[config.mk]
export PLATFORM = sky130hd
export DESIGN_NAME = c2s_div_cell
export DESIGN_NICKNAME = d
export VERILOG_FILES = /design/src/rtl/c2s_pkg.sv /design/src/rtl/c2s_div_cell.sv
export SDC_FILE = /design/constraint.sdc
export NUM_CORES = 1
export LEC_CHECK = 0
export BUFFER_PORTS_ARGS = -buffer_cell sky130_fd_sc_hd__buf_4
export CAP_MARGIN = 20
export CORE_MARGIN = 1.5
export CORE_UTILIZATION = 40
export CTS_CLUSTER_SIZE = 25
export DETAILED_ROUTE_END_ITERATION = 6
export PLACE_DENSITY = 0.66
export SLEW_MARGIN = 25
export SYNTH_ARGS = -nofsm -noshare
export SYNTH_HDL_FRONTEND = slang
export SYNTH_SLANG_ARGS = --single-unit
[constraint.sdc]
create_clock -name aclk -period 20.7 [get_ports aclk]
set_input_delay 1.035 -clock aclk [delete_from_list [all_inputs] [get_ports aclk]]
set_output_delay 1.035 -clock aclk [all_outputs]
set_load 0.05 [all_outputs]
[src/rtl/c2s_pkg.sv]
// ----------------------------------------------------------------------------
// c2s_pkg
// Shared widths, constants and stage types for the cube-to-sphere projector.
// ----------------------------------------------------------------------------
package c2s_pkg;
    localparam int GridMax   = 1024;
    localparam int IdxW      = 10;
    localparam int RadW      = 16;
    localparam int StepW     = 17;
    localparam int OutW      = 25;
    localparam int CompW     = 28;  // signed Q16 component
    localparam int SumW      = 56;  // sum of squares, Q32
    localparam int RootW     = 28;  // square root, Q16
    localparam int RootSteps = 28;  // one result bit per cell
    localparam int DivW      = 45;  // dividend |c| * 2^16 + q/2
    localparam int RatW      = 18;  // quotient bits kept (ratio <= 2^17)
    localparam int PipeD     = 5 + RootSteps + RatW + 3;

    localparam logic [2:0] FaceNegZ = 3'd1;
    localparam logic [2:0] FaceNegY = 3'd2;
    localparam logic [2:0] FacePosY = 3'd3;
    localparam logic [2:0] FacePosX = 3'd4;
    localparam logic [2:0] FaceNegX = 3'd5;

    localparam logic [RootW-1:0] HalfQ16 = RootW'(32768);

    typedef enum logic [1:0] {
        REG_RADIUS = 2'd0,
        REG_STEP   = 2'd1
    } cfg_reg_t;

    // Item carried through the root cells
    typedef struct packed {
        logic              vld;
        logic [2:0]        face;
        logic              u_neg;
        logic              v_neg;
        logic [RootW-1:0]  u_mag;
        logic [RootW-1:0]  v_mag;
        logic [RadW-1:0]   radius;
        logic [SumW-1:0]   rem;
        logic [RootW-1:0]  root;
    } root_item_t;

    // Item carried through the divider cells: three quotients in parallel;
    // den holds the divisor aligned to the quotient bit of the next cell
    typedef struct packed {
        logic              vld;
        logic [2:0]        face;
        logic              u_neg;
        logic              v_neg;
        logic [RadW-1:0]   radius;
        logic [DivW-1:0]   den;
        logic [DivW-1:0]   rem_u;
        logic [DivW-1:0]   rem_v;
        logic [DivW-1:0]   rem_h;
        logic [RatW-1:0]   q_u;
        logic [RatW-1:0]   q_v;
        logic [RatW-1:0]   q_h;
    } div_item_t;
endpackage

[src/rtl/c2s_div_cell.sv]
// ----------------------------------------------------------------------------
// c2s_div_cell
// One restoring division step for the three component ratios.
// ----------------------------------------------------------------------------
module c2s_div_cell
    import c2s_pkg::*;
(
    input  logic      aclk,
    input  logic      aresetn,
    input  logic      en,
    input  div_item_t in_item,
    input  logic      unused_tie,
    output div_item_t out_item
);
    div_item_t item_next;
    div_item_t item_reg;
    logic      fit_u, fit_v, fit_h;

    // Subtract the aligned divisor from each remainder when it fits,
    // shift the quotient bit in and align the divisor for the next cell
    always_comb begin
        item_next = in_item;
        fit_u     = (in_item.rem_u >= in_item.den) && !unused_tie;
        fit_v     = (in_item.rem_v >= in_item.den) && !unused_tie;
        fit_h     = (in_item.rem_h >= in_item.den) && !unused_tie;
        if (fit_u) item_next.rem_u = in_item.rem_u - in_item.den;
        if (fit_v) item_next.rem_v = in_item.rem_v - in_item.den;
        if (fit_h) item_next.rem_h = in_item.rem_h - in_item.den;
        item_next.q_u = {in_item.q_u[RatW-2:0], fit_u};
        item_next.q_v = {in_item.q_v[RatW-2:0], fit_v};
        item_next.q_h = {in_item.q_h[RatW-2:0], fit_h};
        item_next.den = in_item.den >> 1;
    end

    // Advance one cell
    always_ff @(posedge aclk) begin
        if (!aresetn) begin
            item_reg.vld <= 1'b0;
        end else if (en) begin
            item_reg <= item_next;
        end
    end

    assign out_item = item_reg;
endmodule

# After elaboration in Yosys (flattened, before gate mapping)
# Cells that the tools add are included.
[op_classes] magnitude_cmp=3 mul=0 n_bitwise=0 shifts=0 n_div=0 addsub=3 n_reduce_logical=5 muxes=3 eq_ne=0
[ops] operator="$ge 45x45->1" count=3
[ops] operator="$mux 45" count=3
[ops] operator="$sub 45x45->45" count=3
[ops] operator="$logic_and 1x1->1" count=3
[ops] operator="$reduce_and 2->1" count=1
[ops] operator="$logic_not 1->1" count=1
[totals] elab_cells=26 regBits=255 n_memories=0 mem_bits_ro=0 output_inout_bits=256 ramBits=0 latch_bits=0

# Logic depth before layout (Yosys ltp)
[logic_depth] depth_word=3 mapped_depth=14 mapped_depth_nobuf=12

# Worst setup path after synthesis
# No wires, ideal clock.
[synth_path] path_kind="input -> register" start="input port en" end="register item_reg (netlist bit out_item[0]), enable pin" slack_ns=13.278 required_ns=20.054 n_path_buf=0 arrival_time_ns=6.776 stages=1 path_cell_list="and2_1"
[synth_between] elab_chain_len=1
[synth_rtl] item="from (decl)" line_no="c2s_div_cell.sv:10" rtl="input logic en,"
[synth_rtl] item="$reduce_and 2->1 (no source line)"
[synth_rtl] item="to (signal assigned)" line_no="c2s_div_cell.sv:40" rtl="item_reg <= item_next;"
[synth_rtl] item="to (decl)" line_no="c2s_div_cell.sv:16" rtl="div_item_t item_reg;"
# Every way passes these cells.
# A chain may end at the register's enable or synchronous reset.

==> flow_summary.yaml <==
outcome:
  status: "complete, no violations"
clock_network:
  cts_buffers: 30
  cts_sinks: 255
  cts_resized: 0
  cts_tree: "built"
  cts-root-buf: "clkbuf_16"
  clock_latency_ns: 0.59
  cts_setup_buffers: 0
  postCtsHoldBufs: 0
  clkSlewWorstSetupHoldPaths_ns: 0.06
  h-tree-depth: 1
  clockBufferDepth: 3
worst_setup_path:
  timing.rr.end: "out_item[255]$_SDFFE_PN0P_"
  worstRegToRegCells: 2
  arrival_ns: 4.83
  ff2ff_setup_slack_ns: 20.10
  worstPathRequired_ns: 21.01
  endpoint: "out_item[129]$_DFFE_PP_"
  end_kind: "flip-flop"
  cp-start-kind: "primary input"
  crit_start: "in_item[199]"
  crit_type: "primary input to flip-flop"
  crit_fanout: 43
  worstReg2RegStart: "out_item[255]$_SDFFE_PN0P_"
synthesis:
  ys_warn_count: 0
  yosys_register_bits: 255
  syn_inst: 1657
  synth-async-reset-ratio_pct: 0
  syn-num-nets: 2055
  synthesis.area_um2: 17400
  yosysUniqueCellTypes: 87
  synth-edff-count: 254
  seq_area_frac_synth_pct: 44.1
  syn_area_per_cell_um2: 10.5
  ys.flop_type: "edfxtp_1"
finish:
  areaGrowthSynthToFinish_pct: 30.7
  final_common_cell: "buf_4"
  final_nets: 2543
  drive_gt1_share_pct: 29.7
  largest_reg_flops: 255
  final_cell_mix: "buf_4 (518), edfxtp_1 (254), a21oi_1 (148)"
placement:
  dpl.hpwl_um: 48400
  gp_congestion: 0.901
  io_buffers: 511
route:
  routed_wl_um: 59700
  drt-pass1-iter-count: 5
  drtAntennaViolNets: 0
  post_drt_wl_per_cell_um: 21.6
  viasPerCell: 5.41
  drt_iter0_markers: 994
  vias: 14928
  drc_errors: 0
global_route:
  grt_max_degree: 155
  grt_pass1_vias: 14444
  grt_pass1_wl_um: 86500
  grt_antenna_before_repair: 11
  grt.overflow.total: 0
  track_usage_pct: 25.6
sta:
  fin_setup_tns_ns: 0
  worst_pin_slew_ns: 1.01
  finalHoldViolations: 0
  post-route-min-period_ns: 4.52
  finClkSkew_ns: 0
  fmax_mhz: 221
  rsz0062_at_grt: "false"
  timing.final.crit_share_pct: 21.8
  slew_headroom_pct: 32.5
  drv_slew: 0
  finalSetupViolations: 0
  fin_hold_ws_ns: 0.543
floorplanning:
  die_area_um2: 44700
  ios: 516
  die_h_um: 211
  die_w_um: 211
  initial_core_util_pct: 40.4
  fp-row-count: 76
  core-area_um2: 43000
power_and_ir_drop:
  p_leak_uw: 0.00979
  power_density_nw_per_um2: 77.5
  peakVddDrop_mv: 0.0624
job:
  max-cap-violations: 0
worst_hold_path:
  hp-class: "flip-flop to flip-flop"
==> Yosys cell counts (14+ instances only) <==
cell type | number | area (um2)
a21o_1 | 76 | 571
a21oi_1 | 148 | 741
a31oi_1 | 14 | 87.6
and3_1 | 22 | 138
clkbuf_1 | 40 | 150
edfxtp_1 | 254 | 7630
ha_1 | 135 | 1690
inv_1 | 92 | 345
mux2_1 | 37 | 417
mux2_2 | 38 | 428
nand2_1 | 146 | 548
nand3_1 | 40 | 200
nand4_1 | 25 | 156
nor2_1 | 76 | 285
nor3_1 | 21 | 105
o21a_1 | 16 | 120
o21ai_0 | 105 | 526
o21bai_1 | 23 | 173
o31ai_1 | 16 | 120
xnor2_1 | 72 | 631
xor2_1 | 37 | 324
==> how the worst min path moves through the flow <==
stage,start,endpoint,slack [ns],depth (start not counted)
after floorplan,out_item[255]$_SDFFE_PN0P_,out_item[255]$_SDFFE_PN0P_,0.74,2
after global placement,out_item[255]$_SDFFE_PN0P_,out_item[255]$_SDFFE_PN0P_,0.51,2
after detailed placement,out_item[255]$_SDFFE_PN0P_,out_item[255]$_SDFFE_PN0P_,0.53,2
after CTS,out_item[255]$_SDFFE_PN0P_,out_item[255]$_SDFFE_PN0P_,0.54,2
after global routing,out_item[255]$_SDFFE_PN0P_,out_item[255]$_SDFFE_PN0P_,0.57,2
final,out_item[255]$_SDFFE_PN0P_,out_item[255]$_SDFFE_PN0P_,0.54,2
==> worst max-delay path, cell delays in order <==
cell	delay [ns]
buf_4	0.08
inv_1	0.11
ha_1	0.46
nand3_1	0.15
nor4_1	0.65
o211ai_1	0.22
o211ai_2	0.20
a211oi_2	0.14
a211oi_2	0.32
a41oi_4	0.25
o21a_4	0.31
inv_4	0.44
mux2_2	0.44
==> power by group <==
part / internal [uW] / total [uW] / switching (uW)
logic: 210 / 583 / 373
registers: 619 / 631 / 12.2
clock network: 317 / 543 / 226
==> stage by stage <==
step	instances	worst slack, ns	util (%)	total power [uW]	cell area (um2)
4_1_cts	2754	16.22	52.7	1770	22700
5_1_grt	2757	16.02	52.8	1830	22700
3_5_place_dp	2698	15.60	50.4	1220	21700
6_report	2761	16.18	52.8	1760	22700
3_3_place_gp	2698	15.61	50.4	1220	21700
2_1_floorplan	1657	13.28	-	1040	17400
==> per-layer routing <==
metal  global-route usage [%]  wire length, um  up-vias  part of all wire [%]
met1                     30.5            23700     7049                    40
met2                     44.6            29400      519                    49
met3                     6.33             4440      105                   7.4
met4                     9.70             2080       12                   3.5
met5                        0               82        -                  0.14
li1                         -                -     7243                     -
==> cells by family (layout without fill, tap and decap cells) <==
group | count (synthesis) | count (layout) | synth area share (%)
AOI/OAI and AO/OA | 513 | 513 | 20.0
and+or+nand+nor | 400 | 400 | 11.1
DFF | 255 | 255 | 44.1
buffers and inverters | 158 | 670 | 4.00
adders and majority gates | 138 | 138 | 10.1
xor gates and xnor gates | 109 | 109 | 5.50
muxes | 83 | 83 | 5.33
other | 1 | 8 | 0.0216
==> area by class of cell <==
class	count	area, um2
Fill cell	4000	20300
Multi-Input combinational cell	1244	9020
Sequential cell	255	7650
Timing Repair Buffer	519	3910
Clock buffer	35	769
Tap cell	585	732
Inverter	95	359
Clock inverter	21	234
Antenna cell	7	17.5
Note: power is estimated with default switching activity, not from simulation.
