## src/rtl/c2s_pkg.sv

```systemverilog
// ----------------------------------------------------------------------------
// c2s_pkg
// Shared widths, constants and stage types for the cube-to-sphere projector.
// ----------------------------------------------------------------------------
package c2s_pkg;
    localparam int GridMax   = 1024;
    localparam int IdxW      = 10;
    localparam int RadW      = 16;
    localparam int StepW     = 17;
    localparam int OutW      = 25;
    localparam int CompW     = 28;  // signed Q16 component
    localparam int SumW      = 56;  // sum of squares, Q32
    localparam int RootW     = 28;  // square root, Q16
    localparam int RootSteps = 28;  // one result bit per cell
    localparam int DivW      = 45;  // dividend |c| * 2^16 + q/2
    localparam int RatW      = 18;  // quotient bits kept (ratio <= 2^17)
    localparam int PipeD     = 5 + RootSteps + RatW + 3;

    localparam logic [2:0] FaceNegZ = 3'd1;
    localparam logic [2:0] FaceNegY = 3'd2;
    localparam logic [2:0] FacePosY = 3'd3;
    localparam logic [2:0] FacePosX = 3'd4;
    localparam logic [2:0] FaceNegX = 3'd5;

    localparam logic [RootW-1:0] HalfQ16 = RootW'(32768);

    typedef enum logic [1:0] {
        REG_RADIUS = 2'd0,
        REG_STEP   = 2'd1
    } cfg_reg_t;

    // Item carried through the root cells
    typedef struct packed {
        logic              vld;
        logic [2:0]        face;
        logic              u_neg;
        logic              v_neg;
        logic [RootW-1:0]  u_mag;
        logic [RootW-1:0]  v_mag;
        logic [RadW-1:0]   radius;
        logic [SumW-1:0]   rem;
        logic [RootW-1:0]  root;
    } root_item_t;

    // Item carried through the divider cells: three quotients in parallel;
    // den holds the divisor aligned to the quotient bit of the next cell
    typedef struct packed {
        logic              vld;
        logic [2:0]        face;
        logic              u_neg;
        logic              v_neg;
        logic [RadW-1:0]   radius;
        logic [DivW-1:0]   den;
        logic [DivW-1:0]   rem_u;
        logic [DivW-1:0]   rem_v;
        logic [DivW-1:0]   rem_h;
        logic [RatW-1:0]   q_u;
        logic [RatW-1:0]   q_v;
        logic [RatW-1:0]   q_h;
    } div_item_t;
endpackage

```

## src/rtl/c2s_root_cell.sv

```systemverilog
// ----------------------------------------------------------------------------
// c2s_root_cell
// One restoring square-root step: settles one result bit per cycle while en is high.
// ----------------------------------------------------------------------------
module c2s_root_cell
    import c2s_pkg::*;
(
    input  logic       aclk,
    input  logic       aresetn,
    input  logic       en,
    input  root_item_t in_item,
    input  logic [1:0] pair,
    output root_item_t out_item
);
    logic [SumW+1:0] trial;
    logic [SumW+1:0] rem_sh;
    root_item_t      item_next;
    root_item_t      item_reg;

    // Try root bit: rem' = rem*4 + next pair; compare with root*4+1
    always_comb begin
        rem_sh    = {in_item.rem, pair};
        trial     = {(SumW+2-RootW-2)'(0), in_item.root, 2'b01};
        item_next = in_item;
        if (rem_sh >= trial) begin
            item_next.rem  = SumW'(rem_sh - trial);
            item_next.root = {in_item.root[RootW-2:0], 1'b1};
        end else begin
            item_next.rem  = SumW'(rem_sh);
            item_next.root = {in_item.root[RootW-2:0], 1'b0};
        end
    end

    // Advance one cell
    always_ff @(posedge aclk) begin
        if (!aresetn) begin
            item_reg.vld <= 1'b0;
        end else if (en) begin
            item_reg <= item_next;
        end
    end

    assign out_item = item_reg;
endmodule

```

## config.mk

```make
export PLATFORM = sky130hd
export DESIGN_NAME = c2s_root_cell
export DESIGN_NICKNAME = d
export VERILOG_FILES = /design/src/rtl/c2s_pkg.sv /design/src/rtl/c2s_root_cell.sv
export SDC_FILE = /design/constraint.sdc
export NUM_CORES = 1
export LEC_CHECK = 0
export CAP_MARGIN = 20
export CORE_MARGIN = 5
export CORE_UTILIZATION = 57
export CTS_CLUSTER_SIZE = 10
export DETAILED_ROUTE_END_ITERATION = 12
export DONT_BUFFER_PORTS = 1
export HOLD_SLACK_MARGIN = 0.1
export PLACE_DENSITY = 0.75
export SETUP_SLACK_MARGIN = 0.1
export SLEW_MARGIN = 10
export SYNTH_ARGS = -nofsm -noshare
export SYNTH_HDL_FRONTEND = slang
export SYNTH_SLANG_ARGS = --single-unit
```

## constraint.sdc

```tcl
create_clock -name aclk -period 4.6 [get_ports aclk]
set_input_delay 0.46 -clock aclk [delete_from_list [all_inputs] [get_ports aclk]]
set_output_delay 0.46 -clock aclk [all_outputs]
set_load 0.01 [all_outputs]
```

# Word level (Yosys, flattened, before mapping)
# Index checks and enable logic that the tools add are counted.
# totals
reg_bits	162
inputBits	167
out_inout_bits	162
word_cells	13
# op_classes
n_addsub	1
magnitude_cmp	1
n_mux	1
n_reduce_logical	1
# ops
op	n
$mux 84	1
$ge 58x30->1	1
$sub 56x30->56	1
$reduce_and 2->1	1

# Logic depth before layout (Yosys ltp)
# logic_depth
depth_word	2
depth_mapped	12
mapped_depth_nobuf	11

# Worst setup path before layout
# Ideal clock, no wire load.
# synth_path
path_type	input to register
start	input en
end	register item_reg, in the netlist out_item[0], enable pin
setup_time_ps	539
arrival_ps	4128
required_time_ps	4061
setup_slack_ps	-68
stages	1
path_buffers	0
cell_sequence	and2_1
# synth_between
elab_chain_cells	1
# synth_rtl
item	line	source
start: declaration	c2s_root_cell.sv:10	input logic en,
$reduce_and 2->1 (no line)	-	
end signal: assignment	c2s_root_cell.sv:39	item_reg <= item_next;
end: declaration	c2s_root_cell.sv:18	root_item_t item_reg;
# Every way passes these cells.
# A chain may end at the register's enable or synchronous reset.

==> flow_metrics.env <==
export IMPL_status="complete, no violations"
export IMPL_power_leakage_nw=3.04
export IMPL_drive_above_1_share_pct=6.86
export IMPL_clk_path_buf_depth=2
export IMPL_pin_count=329
export IMPL_firstDrtPassIters=5
export IMPL_p_int_mw=2.77
export IMPL_p_per_area_nw_per_um2=430
export IMPL_worst_path_max_delay_cell="nor4_2"
export IMPL_gp_congestion=0.879
export IMPL_cp_top_family="compound AO/OA/AOI/OAI gates"
export IMPL_cts_post_setup_buffers_inserted=0
export IMPL_end_kind="flop"
export IMPL_synth_cell_types=62
export IMPL_seqPwrFrac_pct=51.5
export IMPL_mostFrequentLayoutCells="edfxtp_1 (161), a21oi_1 (52), nand2_1 (50), nor2_1 (41), inv_1 (40)"
export IMPL_grt_pass1_wl_um=30700
export IMPL_clk_pin_slew_ns=0.06
export IMPL_critPathLaunchType="input pin"
export IMPL_insertion_delay_ns=0.41
export IMPL_syn_avg_cell_area_um2=12.4
export IMPL_wl_per_cell_um=25.3
export IMPL_htree_levels=4
export IMPL_ys_warn_count=0
export IMPL_p_comb_share_pct=9.8
export IMPL_tightest_slew_ns=0.843
export IMPL_syn_inst=623
export IMPL_grt_start_max_net_pins=98
export IMPL_num_rows=42
export IMPL_hold_path_class="input pin to flop"
export IMPL_die_y_um=126
export IMPL_port_buffers=0
export IMPL_syn_area_um2=7720
export IMPL_final_antenna_net_count=0
export IMPL_path_class="input pin to flop"
export IMPL_via_count=5001
export IMPL_instances_no_fill=817
export IMPL_synth_seq_area_share_pct=62.8
export IMPL_dieArea_um2=16000
export IMPL_timing_final_crit_share_pct=66.4
export IMPL_grt_use_total_pct=25.4
export IMPL_hpwl_um=16500
export IMPL_grt_overflow=0
export IMPL_ys_flop_type="edfxtp_1"
export IMPL_vias_per_cell=6.12
export IMPL_final_setup_skew_ns=0
export IMPL_arrival_ns=3.22
export IMPL_place_inst=785
export IMPL_core_area_um2=13200
export IMPL_cts_made_buffers=17
export IMPL_initial_core_util_pct=58.3
export IMPL_yosysTopAreaCellShare_pct=62.6
export IMPL_fin_tns_setup_ns=0
export IMPL_final_common_cell="edfxtp_1"
export IMPL_slew_limit_headroom_pct=43.8
export IMPL_power_frac_clock_pct=38.7
export IMPL_hold_viol=0
export IMPL_nNetsFinal=825
export IMPL_cts_tree="built"
export IMPL_area_growth_pct=10.0
export IMPL_numClockSinks=162
export IMPL_fmax_mhz=327
export IMPL_finalCriticalPeriod_ns=3.06
export IMPL_antennaDiodeCount=0
export IMPL_yosys_area_top_type="edfxtp_1"
export IMPL_synth_nets=820
export IMPL_synthArstFlopShare_pct=0
export IMPL_grt_pass1_vias=5005
export IMPL_ys_top_cells_by_area="edfxtp_1 (63%), ha_1 (4.9%), a21oi_1 (3.4%)"
export IMPL_path_cells="inv_1, ha_1, nor2b_1, o31a_1, o21ai_0, a211oi_1, o31ai_4, nor4_2, nand3_1, xnor2_1"
export IMPL_cp_required_ns=4.77
export IMPL_routed_wl_um=20700
export IMPL_irDropWorstVdd_mv=0.255
export IMPL_cp_max_fo=6
export IMPL_drc=0
export IMPL_setup_viol=0
export IMPL_largest_reg_flops=162
export IMPL_fp_dieW_um=126
export IMPL_cts_resized=0
export IMPL_swShare_pct=24.1
export IMPL_p_switching_uw=882
export IMPL_drv_cap=0
export IMPL_cts_root_buf="clkbuf_16"
export IMPL_synth_seq_cells=162
export IMPL_crit_buf_inv=1
export IMPL_synth_edf_count=161
export IMPL_grt_setup_unrepaired="no"
export IMPL_maxSlewViolCount=0
export IMPL_drt_iter0_drc=336
export IMPL_antenna_found_initial=0
export IMPL_hold_buffers=0
export IMPL_slowest_delay_ns=0.65
[stage by stage]
stage	worst slack (ns)	utilization (%)	power (mW)	hold WS, ns	area [um^2]
finish	1.54	64.2	3.65	0.138	8500
global route	1.33	64.2	3.80	0.111	8500
CTS	1.65	64.2	3.69	0.119	8500
detailed placement	1.20	59.6	2.27	0.559	7890
global placement	1.31	59.6	2.26	0.559	7890
floorplan	1.61	-	2.16	0.538	7730
[worst paths after layout]
check / cells past startpoint / slack, ns / to / start
setup reg to reg: 2 / 3.88 / out_item[161]$_SDFFE_PN0P_ / out_item[161]$_SDFFE_PN0P_
hold reg to reg: 2 / 0.65 / out_item[161]$_SDFFE_PN0P_ / out_item[161]$_SDFFE_PN0P_
setup / recovery: 10 / 1.54 / out_item[77]$_DFFE_PP_ / in_item[0]
hold / removal: 0 / 0.14 / out_item[13]$_DFFE_PP_ / in_item[12]
[cell type report]
cell class,count,area (um^2)
sequential,162,4850
multi-input combinational,403,2630
tap,176,220
fill,1003,4740
inverter,41,154
clock buffer,22,484
clock inverter,10,124
timing repair buffer,3,35.0
[power groups by stage]
stage / logic (mW) / registers, mW / clock network (mW)
detailed placement: 0.352 / 1.92 / 0
finish: 0.358 / 1.88 / 1.41
global placement: 0.346 / 1.91 / 0
global route: 0.400 / 1.89 / 1.51
floorplan: 0.278 / 1.89 / 0
CTS: 0.355 / 1.89 / 1.44
[per-layer routing]
layer	up-vias	GRT usage, %	share of wire (%)
li1	2325	-	-
met1	2422	29.0	37
met2	238	44.8	53
met3	16	9.84	8.9
met4	0	6.50	1.3
met5	-	0	0
[synthesized netlist by cell type, types with 2 or more instances]
| library cell | instances |
|---|---|
| buf_6 | 2 |
| o21a_1 | 6 |
| and2_1 | 4 |
| nand2b_1 | 5 |
| and4_1 | 3 |
| nand3_1 | 13 |
| and3_1 | 6 |
| o21ai_0 | 30 |
| o21bai_1 | 7 |
| nor2_1 | 41 |
| a211oi_1 | 4 |
| a21o_1 | 6 |
| nand4_1 | 11 |
| a21oi_1 | 52 |
| nor4_2 | 2 |
| or3_1 | 6 |
| a41oi_1 | 3 |
| nand2_1 | 50 |
| ha_1 | 30 |
| nor4_1 | 6 |
| edfxtp_1 | 161 |
| xor2_1 | 28 |
| nor3_1 | 18 |
| xnor2_1 | 24 |
| a31oi_1 | 7 |
| nor2b_1 | 6 |
| buf_2 | 7 |
| clkbuf_1 | 6 |
| o31ai_1 | 6 |
| inv_1 | 40 |
| o211ai_1 | 2 |
[logic make-up (layout without fill, tap and decap cells)]
group                    Yosys count  in the layout  synth area share (%)
flip-flops                       162            162                  62.8
adder cells (fa/ha/maj)           30             30                  4.86
AO/OA/AOI/OAI                    135            135                  10.7
AND/OR/NAND/NOR                  185            185                  12.4
XOR/XNOR                          52             52                  5.90
multiplexers                       1              1                 0.130
buffers and inverters             58             76                  3.19
No activity file was read; power rests on OpenSTA's default activity.
